**src/hw/rtl/fpbd_pkg.sv**
```systemverilog
// fpbd_pkg: shared constants, command codes and payload types for the
// packet buffer with duplicate check and range count
// no dependencies
package fpbd_pkg;

    // field widths
    localparam int CMD_W   = 2;
    localparam int SRC_W   = 16;
    localparam int DST_W   = 16;
    localparam int TS_W    = 32;
    localparam int CAP_W   = 7;
    localparam int CNT_W   = 7;

    // ring depth default and capacity reset value
    localparam int DEPTH_DEF = 64;
    localparam logic [CAP_W-1:0] CAP_RESET = 7'd64;

    // command codes
    localparam logic [CMD_W-1:0] CMD_ADD  = 2'd0;
    localparam logic [CMD_W-1:0] CMD_FWD  = 2'd1;
    localparam logic [CMD_W-1:0] CMD_CNT  = 2'd2;
    localparam logic [CMD_W-1:0] CMD_NONE = 2'd3;

    // saturated count value
    localparam logic [CNT_W-1:0] CNT_MAX = '1;

    // one stored packet
    typedef struct packed {
        logic [SRC_W-1:0] src;
        logic [DST_W-1:0] dst;
        logic [TS_W-1:0]  ts;
    } t_entry;

    // latched input word
    typedef struct packed {
        logic [CMD_W-1:0] command;
        logic [SRC_W-1:0] src;
        logic [DST_W-1:0] dst;
        logic [TS_W-1:0]  ts;
        logic [TS_W-1:0]  t_lo;
        logic [TS_W-1:0]  t_hi;
    } t_item;

    // result word
    typedef struct packed {
        logic             accepted;
        logic             packet_valid;
        logic [SRC_W-1:0] src;
        logic [DST_W-1:0] dst;
        logic [TS_W-1:0]  ts;
        logic [CNT_W-1:0] range_count;
    } t_result;

endpackage

```
**src/hw/rtl/fpbd_in_if.sv**
```systemverilog
// fpbd_in_if: input channel, valid/ready with the command word
// depends on fpbd_pkg
interface fpbd_in_if;
    logic                        valid;
    logic                        ready;
    logic [fpbd_pkg::CMD_W-1:0]  command;
    logic [fpbd_pkg::SRC_W-1:0]  source;
    logic [fpbd_pkg::DST_W-1:0]  destination;
    logic [fpbd_pkg::TS_W-1:0]   timestamp;
    logic [fpbd_pkg::TS_W-1:0]   start_time;
    logic [fpbd_pkg::TS_W-1:0]   end_time;

    modport source_mp (
        output valid, command, source, destination, timestamp, start_time, end_time,
        input  ready
    );
    modport sink (
        input  valid, command, source, destination, timestamp, start_time, end_time,
        output ready
    );
endinterface

```
**src/hw/rtl/fpbd_out_if.sv**
```systemverilog
// fpbd_out_if: result channel, valid/ready with the result word
// depends on fpbd_pkg
interface fpbd_out_if;
    logic                        valid;
    logic                        ready;
    logic                        accepted;
    logic                        packet_valid;
    logic [fpbd_pkg::SRC_W-1:0]  out_source;
    logic [fpbd_pkg::DST_W-1:0]  out_destination;
    logic [fpbd_pkg::TS_W-1:0]   out_timestamp;
    logic [fpbd_pkg::CNT_W-1:0]  range_count;

    modport source (
        output valid, accepted, packet_valid, out_source, out_destination,
               out_timestamp, range_count,
        input  ready
    );
    modport sink (
        input  valid, accepted, packet_valid, out_source, out_destination,
               out_timestamp, range_count,
        output ready
    );
endinterface

```
**src/hw/rtl/fpbd_match.sv**
```systemverilog
// fpbd_match: shared compare unit, tests one stored entry against the item
// duplicate mode: full triple equal; count mode: destination equal and time in range
// depends on fpbd_pkg
module fpbd_match (
    input  fpbd_pkg::t_entry i_entry,
    input  fpbd_pkg::t_item  i_item,
    input  logic             i_count_mode,
    output logic             o_hit
);

    logic dst_eq;
    logic dup_hit;
    logic range_hit;

    // destination is common to both tests
    assign dst_eq = (i_entry.dst == i_item.dst);

    // full triple match
    assign dup_hit = dst_eq && (i_entry.src == i_item.src) && (i_entry.ts == i_item.ts);

    // inclusive time window, empty when start is above end
    assign range_hit = dst_eq && (i_entry.ts >= i_item.t_lo) && (i_entry.ts <= i_item.t_hi);

    assign o_hit = i_count_mode ? range_hit : dup_hit;

endmodule

```
**src/hw/rtl/fifo_packet_buffer_dedup_count_core.sv**
```systemverilog
// fifo_packet_buffer_dedup_count_core: ring buffer of packets with duplicate check,
// forward of the oldest and destination/time-range count
// depends on fpbd_pkg, fpbd_in_if, fpbd_out_if, fpbd_match
//
//  channel   dir  handshake          payload
//  i_in      in   valid/ready        command, source, destination, timestamp,
//                                    start_time, end_time
//  o_out     out  valid/ready        accepted, packet_valid, out_source,
//                                    out_destination, out_timestamp, range_count
//  i_cfg     in   i_cfg_we only      capacity_limit
//
// one word at a time: accept, then scan (one ring read per cycle: every stored
// entry for add and count, the oldest for a non-empty forward, none otherwise;
// last compare, exit), then finish
// ready is high only while idle; a finished result waits in the output register, so
// the next word is taken while o_out stalls, and finish waits for that register
// synchronous active-low reset clears pointers and fill level; ring contents need none
module fifo_packet_buffer_dedup_count_core #(
    parameter int BUFFER_DEPTH = fpbd_pkg::DEPTH_DEF
) (
    input  logic                        i_clk,
    input  logic                        i_rst_n,
    fpbd_in_if.sink                     i_in,
    fpbd_out_if.source                  o_out,
    input  logic                        i_cfg_we,
    input  logic [fpbd_pkg::CAP_W-1:0]  i_cfg_wdata
);

    localparam int AW = $clog2(BUFFER_DEPTH);
    localparam int FW = $clog2(BUFFER_DEPTH + 1);
    localparam int LW = (FW > fpbd_pkg::CAP_W) ? FW : fpbd_pkg::CAP_W;

    localparam logic [1:0] ST_IDLE = 2'd0;
    localparam logic [1:0] ST_SCAN = 2'd1;
    localparam logic [1:0] ST_DONE = 2'd2;

    localparam logic [AW-1:0] SLOT_LAST = AW'(BUFFER_DEPTH - 1);
    localparam logic [LW-1:0] LIM_MAX   = LW'(BUFFER_DEPTH);

    logic [1:0]                 r_state,     n_state;
    fpbd_pkg::t_item            r_item;
    logic [FW-1:0]              r_scan_len;
    logic [FW-1:0]              r_issue_cnt, n_issue_cnt;
    logic [AW-1:0]              r_rd_slot,   n_rd_slot;
    logic                       r_rd_vld;
    fpbd_pkg::t_entry           r_mem_q;
    logic                       r_dup,       n_dup;
    logic [fpbd_pkg::CNT_W-1:0] r_hits,      n_hits;
    logic [AW-1:0]              r_head,      n_head;
    logic [AW-1:0]              r_tail,      n_tail;
    logic [FW-1:0]              r_fill,      n_fill;
    logic [fpbd_pkg::CAP_W-1:0] r_cap;
    logic                       r_out_valid;
    fpbd_pkg::t_result          r_out;
    fpbd_pkg::t_result          n_out;

    fpbd_pkg::t_entry           mem [BUFFER_DEPTH];

    logic             in_acc;
    logic             rd_en;
    logic             hit;
    logic             out_free;
    logic             finish;
    logic             add_ok;
    logic             fwd_ok;
    logic             evict;
    logic [LW-1:0]    cap_ext;
    logic [LW-1:0]    lim_eff;
    logic [FW-1:0]    len_new;
    fpbd_pkg::t_entry new_entry;

    // handshake and phase strobes
    assign in_acc   = i_in.valid && i_in.ready;
    assign i_in.ready = (r_state == ST_IDLE);
    assign rd_en    = (r_state == ST_SCAN) && (r_issue_cnt != r_scan_len);
    assign out_free = !r_out_valid || o_out.ready;
    assign finish   = (r_state == ST_DONE) && out_free;
    assign add_ok   = (r_item.command == fpbd_pkg::CMD_ADD) && !r_dup;
    assign fwd_ok   = (r_item.command == fpbd_pkg::CMD_FWD) && (r_fill != '0);

    // effective capacity: zero acts as one, clamp to ring depth
    assign cap_ext = LW'(r_cap);
    always_comb begin
        if (r_cap == '0) begin
            lim_eff = LW'(1);
        end else if (cap_ext > LIM_MAX) begin
            lim_eff = LIM_MAX;
        end else begin
            lim_eff = cap_ext;
        end
    end
    assign evict = (LW'(r_fill) >= lim_eff) && (r_fill != '0);

    // number of ring reads the new command needs
    always_comb begin
        case (i_in.command)
            fpbd_pkg::CMD_ADD,
            fpbd_pkg::CMD_CNT: len_new = r_fill;
            fpbd_pkg::CMD_FWD: len_new = (r_fill != '0) ? FW'(1) : '0;
            default:           len_new = '0;
        endcase
    end

    assign new_entry = '{src: r_item.src, dst: r_item.dst, ts: r_item.ts};

    // shared compare unit
    fpbd_match u_match (
        .i_entry      (r_mem_q),
        .i_item       (r_item),
        .i_count_mode (r_item.command == fpbd_pkg::CMD_CNT),
        .o_hit        (hit)
    );

    // sequencer next state
    always_comb begin
        n_state     = r_state;
        n_issue_cnt = r_issue_cnt;
        n_rd_slot   = r_rd_slot;
        n_dup       = r_dup;
        n_hits      = r_hits;
        case (r_state)
            ST_IDLE: begin
                if (in_acc) begin
                    n_state     = ST_SCAN;
                    n_issue_cnt = '0;
                    n_rd_slot   = r_head;
                    n_dup       = 1'b0;
                    n_hits      = '0;
                end
            end
            ST_SCAN: begin
                if (rd_en) begin
                    n_issue_cnt = r_issue_cnt + 1'b1;
                    n_rd_slot   = (r_rd_slot == SLOT_LAST) ? '0 : r_rd_slot + 1'b1;
                end
                if (r_rd_vld && hit) begin
                    n_dup = 1'b1;
                    if (r_hits != fpbd_pkg::CNT_MAX) begin
                        n_hits = r_hits + 1'b1;
                    end
                end
                if (!rd_en && !r_rd_vld) begin
                    n_state = ST_DONE;
                end
            end
            ST_DONE: begin
                if (out_free) begin
                    n_state = ST_IDLE;
                end
            end
            default: n_state = ST_IDLE;
        endcase
    end

    // pointer and fill updates at finish
    always_comb begin
        n_head = r_head;
        n_tail = r_tail;
        n_fill = r_fill;
        if (finish && add_ok) begin
            n_tail = (r_tail == SLOT_LAST) ? '0 : r_tail + 1'b1;
            if (evict) begin
                n_head = (r_head == SLOT_LAST) ? '0 : r_head + 1'b1;
            end else begin
                n_fill = r_fill + 1'b1;
            end
        end else if (finish && fwd_ok) begin
            n_head = (r_head == SLOT_LAST) ? '0 : r_head + 1'b1;
            n_fill = r_fill - 1'b1;
        end
    end

    // result word
    always_comb begin
        n_out              = '0;
        n_out.accepted     = add_ok;
        n_out.packet_valid = fwd_ok;
        if (fwd_ok) begin
            n_out.src = r_mem_q.src;
            n_out.dst = r_mem_q.dst;
            n_out.ts  = r_mem_q.ts;
        end
        if (r_item.command == fpbd_pkg::CMD_CNT) begin
            n_out.range_count = r_hits;
        end
    end

    // control registers
    always_ff @(posedge i_clk) begin
        if (!i_rst_n) begin
            r_state     <= ST_IDLE;
            r_issue_cnt <= '0;
            r_rd_vld    <= 1'b0;
            r_head      <= '0;
            r_tail      <= '0;
            r_fill      <= '0;
            r_cap       <= fpbd_pkg::CAP_RESET;
            r_out_valid <= 1'b0;
        end else begin
            r_state     <= n_state;
            r_issue_cnt <= n_issue_cnt;
            r_rd_vld    <= rd_en;
            r_head      <= n_head;
            r_tail      <= n_tail;
            r_fill      <= n_fill;
            if (i_cfg_we) begin
                r_cap <= i_cfg_wdata;
            end
            if (finish) begin
                r_out_valid <= 1'b1;
            end else if (o_out.ready) begin
                r_out_valid <= 1'b0;
            end
        end
    end

    // payload registers
    always_ff @(posedge i_clk) begin
        r_rd_slot <= n_rd_slot;
        r_dup     <= n_dup;
        r_hits    <= n_hits;
        if (in_acc) begin
            r_item.command <= i_in.command;
            r_item.src     <= i_in.source;
            r_item.dst     <= i_in.destination;
            r_item.ts      <= i_in.timestamp;
            r_item.t_lo    <= i_in.start_time;
            r_item.t_hi    <= i_in.end_time;
            r_scan_len     <= len_new;
        end
        if (finish) begin
            r_out <= n_out;
        end
    end

    // packet ring: one write, one registered read
    always_ff @(posedge i_clk) begin
        if (finish && add_ok) begin
            mem[r_tail] <= new_entry;
        end
        if (rd_en) begin
            r_mem_q <= mem[r_rd_slot];
        end
    end

    // output port
    assign o_out.valid           = r_out_valid;
    assign o_out.accepted        = r_out.accepted;
    assign o_out.packet_valid    = r_out.packet_valid;
    assign o_out.out_source      = r_out.src;
    assign o_out.out_destination = r_out.dst;
    assign o_out.out_timestamp   = r_out.ts;
    assign o_out.range_count     = r_out.range_count;

    // fill level never passes the ring depth
    a_fill_bound: assert property (@(posedge i_clk) disable iff (!i_rst_n)
        FW'(r_fill) <= FW'(BUFFER_DEPTH))
        else $error("fill level above ring depth");

    // ring reads only while scanning and never past the scan length
    a_read_phase: assert property (@(posedge i_clk) disable iff (!i_rst_n)
        rd_en |-> (r_issue_cnt < r_scan_len))
        else $error("ring read outside scan");

    // a new result appears only out of the finish state
    a_out_source: assert property (@(posedge i_clk) disable iff (!i_rst_n)
        $rose(o_out.valid) |-> ($past(r_state) == ST_DONE))
        else $error("result loaded outside finish");

    // forward of a non-empty buffer pops exactly one entry
    a_fwd_pop: assert property (@(posedge i_clk) disable iff (!i_rst_n)
        (finish && fwd_ok) |=> (r_fill == $past(r_fill) - 1'b1))
        else $error("forward did not pop one entry");

endmodule

```
**src/flat_wrapper.sv**
```systemverilog
// flat-port wrapper written by rule: the top's interface ports become plain ports
module fifo_packet_buffer_dedup_count_core_flat 
#(
    parameter int BUFFER_DEPTH = fpbd_pkg::DEPTH_DEF
)
  (i_clk, i_rst_n, i_cfg_we, i_cfg_wdata, i_in_valid, i_in_command, i_in_source, i_in_destination, i_in_timestamp, i_in_start_time, i_in_end_time, i_in_ready, o_out_valid, o_out_accepted, o_out_packet_valid, o_out_out_source, o_out_out_destination, o_out_out_timestamp, o_out_range_count, o_out_ready);
  fpbd_in_if i_in_i ();
  fpbd_out_if o_out_i ();
  input  logic i_clk;
  input  logic i_rst_n;
  input  logic i_cfg_we;
  input  logic [fpbd_pkg::CAP_W-1:0] i_cfg_wdata;
  input wire logic [$bits(i_in_i.valid)-1:0] i_in_valid;
  input wire logic [$bits(i_in_i.command)-1:0] i_in_command;
  input wire logic [$bits(i_in_i.source)-1:0] i_in_source;
  input wire logic [$bits(i_in_i.destination)-1:0] i_in_destination;
  input wire logic [$bits(i_in_i.timestamp)-1:0] i_in_timestamp;
  input wire logic [$bits(i_in_i.start_time)-1:0] i_in_start_time;
  input wire logic [$bits(i_in_i.end_time)-1:0] i_in_end_time;
  output wire logic [$bits(i_in_i.ready)-1:0] i_in_ready;
  output wire logic [$bits(o_out_i.valid)-1:0] o_out_valid;
  output wire logic [$bits(o_out_i.accepted)-1:0] o_out_accepted;
  output wire logic [$bits(o_out_i.packet_valid)-1:0] o_out_packet_valid;
  output wire logic [$bits(o_out_i.out_source)-1:0] o_out_out_source;
  output wire logic [$bits(o_out_i.out_destination)-1:0] o_out_out_destination;
  output wire logic [$bits(o_out_i.out_timestamp)-1:0] o_out_out_timestamp;
  output wire logic [$bits(o_out_i.range_count)-1:0] o_out_range_count;
  input wire logic [$bits(o_out_i.ready)-1:0] o_out_ready;
  assign i_in_i.valid = i_in_valid;
  assign i_in_i.command = i_in_command;
  assign i_in_i.source = i_in_source;
  assign i_in_i.destination = i_in_destination;
  assign i_in_i.timestamp = i_in_timestamp;
  assign i_in_i.start_time = i_in_start_time;
  assign i_in_i.end_time = i_in_end_time;
  assign i_in_ready = i_in_i.ready;
  assign o_out_valid = o_out_i.valid;
  assign o_out_accepted = o_out_i.accepted;
  assign o_out_packet_valid = o_out_i.packet_valid;
  assign o_out_out_source = o_out_i.out_source;
  assign o_out_out_destination = o_out_i.out_destination;
  assign o_out_out_timestamp = o_out_i.out_timestamp;
  assign o_out_range_count = o_out_i.range_count;
  assign o_out_i.ready = o_out_ready;
  fifo_packet_buffer_dedup_count_core #(.BUFFER_DEPTH(BUFFER_DEPTH)) u_core (.i_clk(i_clk), .i_rst_n(i_rst_n), .i_in(i_in_i), .o_out(o_out_i), .i_cfg_we(i_cfg_we), .i_cfg_wdata(i_cfg_wdata));
endmodule
```
**config.mk**
```make
export PLATFORM = sky130hd
export DESIGN_NAME = fifo_packet_buffer_dedup_count_core_flat
export DESIGN_NICKNAME = d
export VERILOG_FILES = /design/src/hw/rtl/fpbd_pkg.sv /design/src/hw/rtl/fpbd_in_if.sv /design/src/hw/rtl/fpbd_out_if.sv /design/src/hw/rtl/fpbd_match.sv /design/src/hw/rtl/fifo_packet_buffer_dedup_count_core.sv /design/src/flat_wrapper.sv
export SDC_FILE = /design/constraint.sdc
export NUM_CORES = 2
export LEC_CHECK = 0
export ABC_AREA = 0
export BUFFER_PORTS_ARGS = -buffer_cell sky130_fd_sc_hd__buf_2
export CORE_MARGIN = 2
export CORE_UTILIZATION = 23
export CTS_CLUSTER_DIAMETER = 80
export DETAILED_ROUTE_END_ITERATION = 10
export PLACE_DENSITY = 0.38
export SLEW_MARGIN = 15
export SYNTH_ARGS = -nofsm -noshare
export SYNTH_HDL_FRONTEND = slang
export SYNTH_HIERARCHICAL = 1
export SYNTH_SLANG_ARGS = --single-unit
```
**constraint.sdc**
```tcl
create_clock -name i_clk -period 4.61 [get_ports i_clk]
set_input_delay 0.2305 -clock i_clk [delete_from_list [all_inputs] [get_ports i_clk]]
set_output_delay 0.2305 -clock i_clk [all_outputs]
set_load 0.01 [all_outputs]
```
# Yosys cells after proc, flatten, opt, wreduce, memory -nomap -nowiden
# Memories as Yosys holds them, arrays and structs flattened. A register that Yosys moved wholly into a read port is not among the register bits.
# Index checks and enable logic that the tools add are counted.
word_totals:
  ff_bits: 261
  ram_bits: 4096
  inputBits: 142
  output_inout_bits: 75
  word_cells: 126
  memories: 1
classes:
  addsub: 7
  order_cmp: 4
  n_eq_ne: 22
  muxes: 34
  reduce_logical: 34
mem_list:
  columns: ["name", "words", "word_bits", "rd", "rd_ports_with_merged_regs", "wr", "line_no", "text"]
  rows:
  - ["u_core.mem", 64, 64, 1, 1, 1, "fifo_packet_buffer_dedup_count_core.sv:57", "fpbd_pkg::t_entry mem [BUFFER_DEPTH];"]
op_table:
  columns: ["op", "n"]
  rows:
  - ["$mux W7", 9]
  - ["$mux W6", 8]
  - ["$pmux W7 S2", 3]
  - ["$eq A16 B16 Y1", 2]
  - ["$eq A32 B32 Y1", 1]
  - ["$ge A32 B32 Y1", 1]
  - ["$le A32 B32 Y1", 1]
  - ["$add A7 B1 Y7 const B", 3]
  - ["$add A6 B1 Y6 const B", 3]
  - ["$eq A6 B6 Y1 const B", 3]
  - ["$logic_and A1 B1 Y1", 14]
  - ["$pmux W6 S2", 1]
  - ["$ne A2 B2 Y1 const B", 5]
  - ["$reduce_and A3 Y1", 3]
  - ["$mux W1", 8]
  - ["$ge A7 B7 Y1", 1]
  - ["$gt A7 B7 Y1 const B", 1]
  - ["$logic_not A7 Y1", 1]
  - ["$ne A7 B7 Y1", 1]
  - ["$ne A7 B7 Y1 const B", 1]
  - ["$reduce_bool A7 Y1", 1]
  - ["$sub A7 B1 Y7 const B", 1]
  - ["$eq A2 B1 Y1 const B", 3]
  - ["$eq A2 B2 Y1 const B", 3]
  - ["other kinds (11)", 23]

# Depth between registers and ports, before layout
logic_depth:
  ltp_word: 7
  depth_mapped: 12
  ltp_nobuf: 11

# Cells and area by module
# The synthesis kept the hierarchy.
modules_own_cells:
  columns: ["module", "instances", "cells_each", "area_per_inst_um2", "seq_area_each_um2"]
  rows:
  - ["fifo_packet_buffer_dedup_count_core", 1, 7149, 167144.1, 132387.0]
  - ["fpbd_match", 1, 310, 2308.5, 0.0]

# Worst setup path after synthesis
# Ideal clock, no wire load.
synth_timing:
  kind: "flip-flop to flip-flop"
  start: "register u_core/r_item[129] (netlist bit)"
  end: "memory u_core/mem[59][0] (netlist bit) (enable)"
  setup_ns: 0.487
  t_arrival_ns: 4.362
  t_required_ns: 4.123
  setup_slack_ns: -0.239
  stages_incl_launch_ff: 7
  synth_period_minus_slack_ns: 4.849
  cell_sequence: "edfxtp_1 -> or3_1 -> nor3_1 -> inv_1 -> nor2_1 -> nand3_1 -> nor2_1"
synth_between:
  elab_chain_cells: 5
synth_lines:
  columns: ["element", "line_no", "text"]
  rows:
  - ["from (decl)", "fifo_packet_buffer_dedup_count_core.sv:41", "fpbd_pkg::t_item r_item;"]
  - ["$logic_not A2 Y1", "fifo_packet_buffer_dedup_count_core.sv:78", "assign add_ok = (r_item.command == fpbd_pkg::CMD_ADD) && !r_dup;"]
  - ["$logic_and A1 B1 Y1", "fifo_packet_buffer_dedup_count_core.sv:78", null]
  - ["$logic_and A1 B1 Y1", "fifo_packet_buffer_dedup_count_core.sv:238", "if (finish && add_ok) begin"]
  - ["$mux W1", "fifo_packet_buffer_dedup_count_core.sv:238", null]
  - ["$mux W1 (implied by the code)", "fifo_packet_buffer_dedup_count_core.sv:239", "mem[r_tail] <= new_entry;"]
  - ["to (decl)", "fifo_packet_buffer_dedup_count_core.sv:57", null]
# No other way between the ends.

# Worst setup path in the final report
layout_timing:
  start: "register, netlist name u_core/r_mem_q[20]"
  end: "register u_core/r_hits[4] (netlist bit) (enable)"
layout_between:
  elab_chain_cells: 7
  elab_cells_between_ends: 10
layout_lines:
  columns: ["element", "line_no", "text"]
  rows:
  - ["$ge A32 B32 Y1", "fpbd_match.sv:22", "assign range_hit = dst_eq && (i_entry.ts >= i_item.t_lo) && (i_entry.ts <= i_item.t_hi);"]
  - ["$logic_and A1 B1 Y1 (2 in a row)", "fpbd_match.sv:22", null]
  - ["$mux W1 *", "fpbd_match.sv:24", "assign o_hit = i_count_mode ? range_hit : dup_hit;"]
  - ["via u_core.hit", "fifo_packet_buffer_dedup_count_core.sv:61", "logic hit;"]
  - ["$logic_and A1 B1 Y1 *", "fifo_packet_buffer_dedup_count_core.sv:136", "if (r_rd_vld && hit) begin"]
  - ["$ne A2 B2 Y1 (no line) *", null, null]
  - ["$reduce_and A4 Y1 (no line) *", null, null]
  - ["to (signal assigned)", "fifo_packet_buffer_dedup_count_core.sv:221", "r_hits <= n_hits;"]
  - ["to (decl)", "fifo_packet_buffer_dedup_count_core.sv:48", "logic [fpbd_pkg::CNT_W-1:0] r_hits, n_hits;"]
# The timed path passes the listed nets; every way through them passes the cells marked *.
# A chain may end at the register's enable or synchronous reset.

==> results.json <==
{
  "status": "finished clean",
  "synth_ff_type": "edfxtp_1",
  "die_height_um": 862,
  "yosysSeqAreaShare_pct": 78.1,
  "worst_pin_slew_ns": 1.26,
  "cts_buffers": 476,
  "p_seq_share_pct": 48.6,
  "path_class": "flip-flop to flip-flop",
  "synth_edf_count": 4384,
  "dp_hpwl_mm": 369,
  "cts_tree": "yes",
  "start_util_pct": 23.1,
  "arrival_ns": 5.17,
  "crit_fanout": 7,
  "start_kind": "flip-flop",
  "post_drt_wl_per_cell_um": 33.7,
  "wl_mm": 633,
  "internal_power_w": 0.0698,
  "report.final.slew_viol_count": 0,
  "p_sw_share_pct": 24.8,
  "vias": 86000,
  "syn_area_mm2": 0.169,
  "relSlewSlack_pct": 15.3,
  "finalCriticalPeriod_ns": 4.41,
  "synth_top_cell_by_area": "edfxtp_1",
  "yosysMostFrequentCell": "edfxtp_1",
  "stdcell_area_mm2": 0.205,
  "pwr-share-comb_pct": 10.9,
  "gp_congestion": 0.766,
  "regToRegStartpoint": "u_core/r_mem_q[20]",
  "drtPass1Iterations": 6,
  "rsz0062_at_grt": "false",
  "grt-ovfl-total": 0,
  "grt_use_total_pct": 16.6,
  "vdd_drop_max_v": 0.000377,
  "yosysTopAreaCellShare_pct": 77.7,
  "synth.avg_cell_area_um2": 22.7,
  "drtIter0Drc": 9642,
  "root_buffer": "clkbuf_16",
  "grt_pass1_wl_mm": 837,
  "period_share_pct": 95.6,
  "clock.fmax_mhz": 227,
  "leakagePower_nw": 62.9,
  "async_flop_share_pct": 0,
  "startpoint": "u_core/r_mem_q[20]",
  "syn_nets": 7683,
  "synthToLayoutAreaGrowth_pct": 20.8,
  "hold_viol_final": 0,
  "maxCapViolCount": 0,
  "setup_violations": 0,
  "cts_resized": 0,
  "drive_above_1_share_pct": 28.4,
  "grt_max_degree": 82,
  "portBuffers": 216,
  "antenna_found_initial": 74,
  "pin_count": 217,
  "via_per_inst": 4.58,
  "drc_errors": 0,
  "p_switching_w": 0.0230,
  "holdWs_ns": 0.0321,
  "coreArea_mm2": 0.735,
  "clk_pin_slew_ns": 0.06,
  "synth_cell_types": 66,
  "required_ns": 5.37,
  "synth_cells": 7459,
  "cp-end-kind": "flip-flop",
  "clk_latency_ns": 1.09,
  "ant_nets": 0,
  "dieWidth_um": 862,
  "ys_seq_elements": 4421,
  "synth_area_leaders": "edfxtp_1 78%, mux4_2 14%, mux2i_1 1.4%",
  "clkPwrFrac_pct": 40.5,
  "cts.htree.levels": 5,
  "skew_ns": 0.0894,
  "placed_cell_area_mm2": 0.187,
  "die-area_mm2": 0.744,
  "pwr_density_cell_mw_per_mm2": 453,
  "worstHoldPathType": "input pin to flip-flop",
  "fp-row-count": 315,
  "nets": 8743,
  "synth_common_cells": "4384 x edfxtp_1, 1076 x mux4_2, 230 x mux2i_1",
  "clk_path_buf_depth": 4,
  "hold_start": "i_in_timestamp[5]",
  "yosys_warnings": 6,
  "cts.sinks": 4421,
  "grt_pass1_vias": 88300,
  "post_cts.repair.setup_buffers": 0
}
==> power groups by stage <==
stage	sequential, W	clock (W)	combinational [W]
2_1_floorplan	0.0460	0	0.00543
3_3_place_gp	0.0459	0	0.0101
3_5_place_dp	0.0459	0	0.0101
4_1_cts	0.0451	0.0385	0.0104
5_1_grt	0.0451	0.0399	0.0107
6_report	0.0451	0.0376	0.0101
==> final timing paths <==
| path | depth (start not counted) | to | slack, ns |
|---|---|---|---|
| worst max-delay path | 8 | u_core/r_hits[4] | 0.20 |
| worst min-delay path | 2 | u_core/new_entry[5] | 0.03 |
| worst max register to register | 8 | u_core/r_hits[4] | 0.20 |
| worst min register to register | 2 | u_core/r_fill[6] | 0.51 |
==> what timing repair did <==
item / CTS / global route
endpoints found under the hold margin: 183 / 0
endpoints found under the setup margin: 0 / 0
hold buffers: 267 / 0
==> logic make-up (layout without fill, tap and decap cells) <==
| logic type | count (synthesis) | count (layout) | synth area share (%) |
|---|---|---|---|
| flops | 4421 | 4421 | 78.1 |
| mux | 1309 | 1309 | 15.7 |
| compound gates | 589 | 589 | 2.29 |
| simple gates | 510 | 510 | 1.49 |
| buf+inv | 460 | 1923 | 1.34 |
| xor+xnor | 88 | 88 | 0.455 |
| fa+ha+maj | 82 | 82 | 0.610 |
| other cells | 0 | 22 | 0 |
==> metrics by stage <==
| stage | instances | utilization, % | TNS [ns] | setup slack (ns) | power (W) |
|---|---|---|---|---|---|
| after floorplan | 7459 | - | -629.58 | -0.239 | 0.0514 |
| after global placement | 17600 | 25.4 | -9.58 | -1.22 | 0.0560 |
| after detailed placement | 17600 | 25.4 | 0 | 0.158 | 0.0561 |
| after CTS | 18700 | 27.8 | 0 | 0.228 | 0.0939 |
| after global routing | 18800 | 27.8 | 0 | 0.233 | 0.0957 |
| final | 18800 | 27.9 | 0 | 0.204 | 0.0928 |
==> state kept, by name, indices dropped and copies added, names as in the netlist <==
signal,cells
u_core/o_out.out_timestamp,32
u_core/cap_ext,7
u_core/r_rd_slot,6
u_core/r_issue_cnt,7
u_core/r_state,2
u_core/o_out.accepted,1
u_core/r_rd_vld,1
u_core/o_out.out_source,16
u_core/o_out.valid,1
u_core/r_item,66
u_core/o_out.packet_valid,1
u_core/o_out.out_destination,16
u_core/r_tail,6
u_core/r_head,6
u_core/o_out.range_count,7
u_core/r_dup,1
u_core/r_fill,7
u_core/r_hits,7
u_core/new_entry,64
u_core/r_mem_q,64
u_core/mem,4096
u_core/r_scan_len,7
==> area by class of cell <==
class	count	area [µm²]
well taps	9827	12300
clock buffers	577	12400
multi-input cells	2578	35400
flip-flops and latches	4421	132000
diodes	22	55.1
fillers	72300	530000
inverters	83	332
clock inverters	304	2660
repair buffers	959	9140
==> worst max-delay path: stages (launching register included) <==
cell      delay [ns]
edfxtp_1        0.83
xnor2_1         1.12
nand4_1         0.15
or4_1           0.72
o21ai_1         0.33
o221a_1         0.36
nand3_1         0.14
nand2_1         0.11
and2_1          0.34
==> layer usage <==
layer	global-route usage, %	part of all wire (%)	vias up	wire length [µm]
met5	0	0.0052	-	33
met4	3.73	2.5	6	15500
met3	1.86	4.7	703	29800
met2	28.6	50	2922	314000
met1	22.4	43	48500	273000
li1	-	-	33900	-
==> cell usage in the layout, fill, tap and decap left out, types with 14 or more instances in the layout <==
master,count
ha_1,81
inv_1,78
a211oi_1,20
nor3_1,16
xor2_1,25
o22ai_1,79
mux4_2,1076
o21ai_0,38
nor2_4,68
a21o_1,16
nand3b_1,14
buf_12,142
clkinv_1,126
nand3_1,30
dlygate4sd3_1,267
clkinv_2,100
mux2i_1,230
diode_2,22
edfxtp_1,4384
clkbuf_16,482
xnor2_1,58
nand2b_1,15
a21oi_1,203
a22oi_1,42
bufinv_16,36
nand4_1,28
nor2_1,81
o221ai_1,102
nor2b_1,27
clkbuf_1,95
and2_1,73
buf_4,331
nand2_1,105
buf_2,216
dfxtp_1,37
Power figures use the tool's default switching activity.
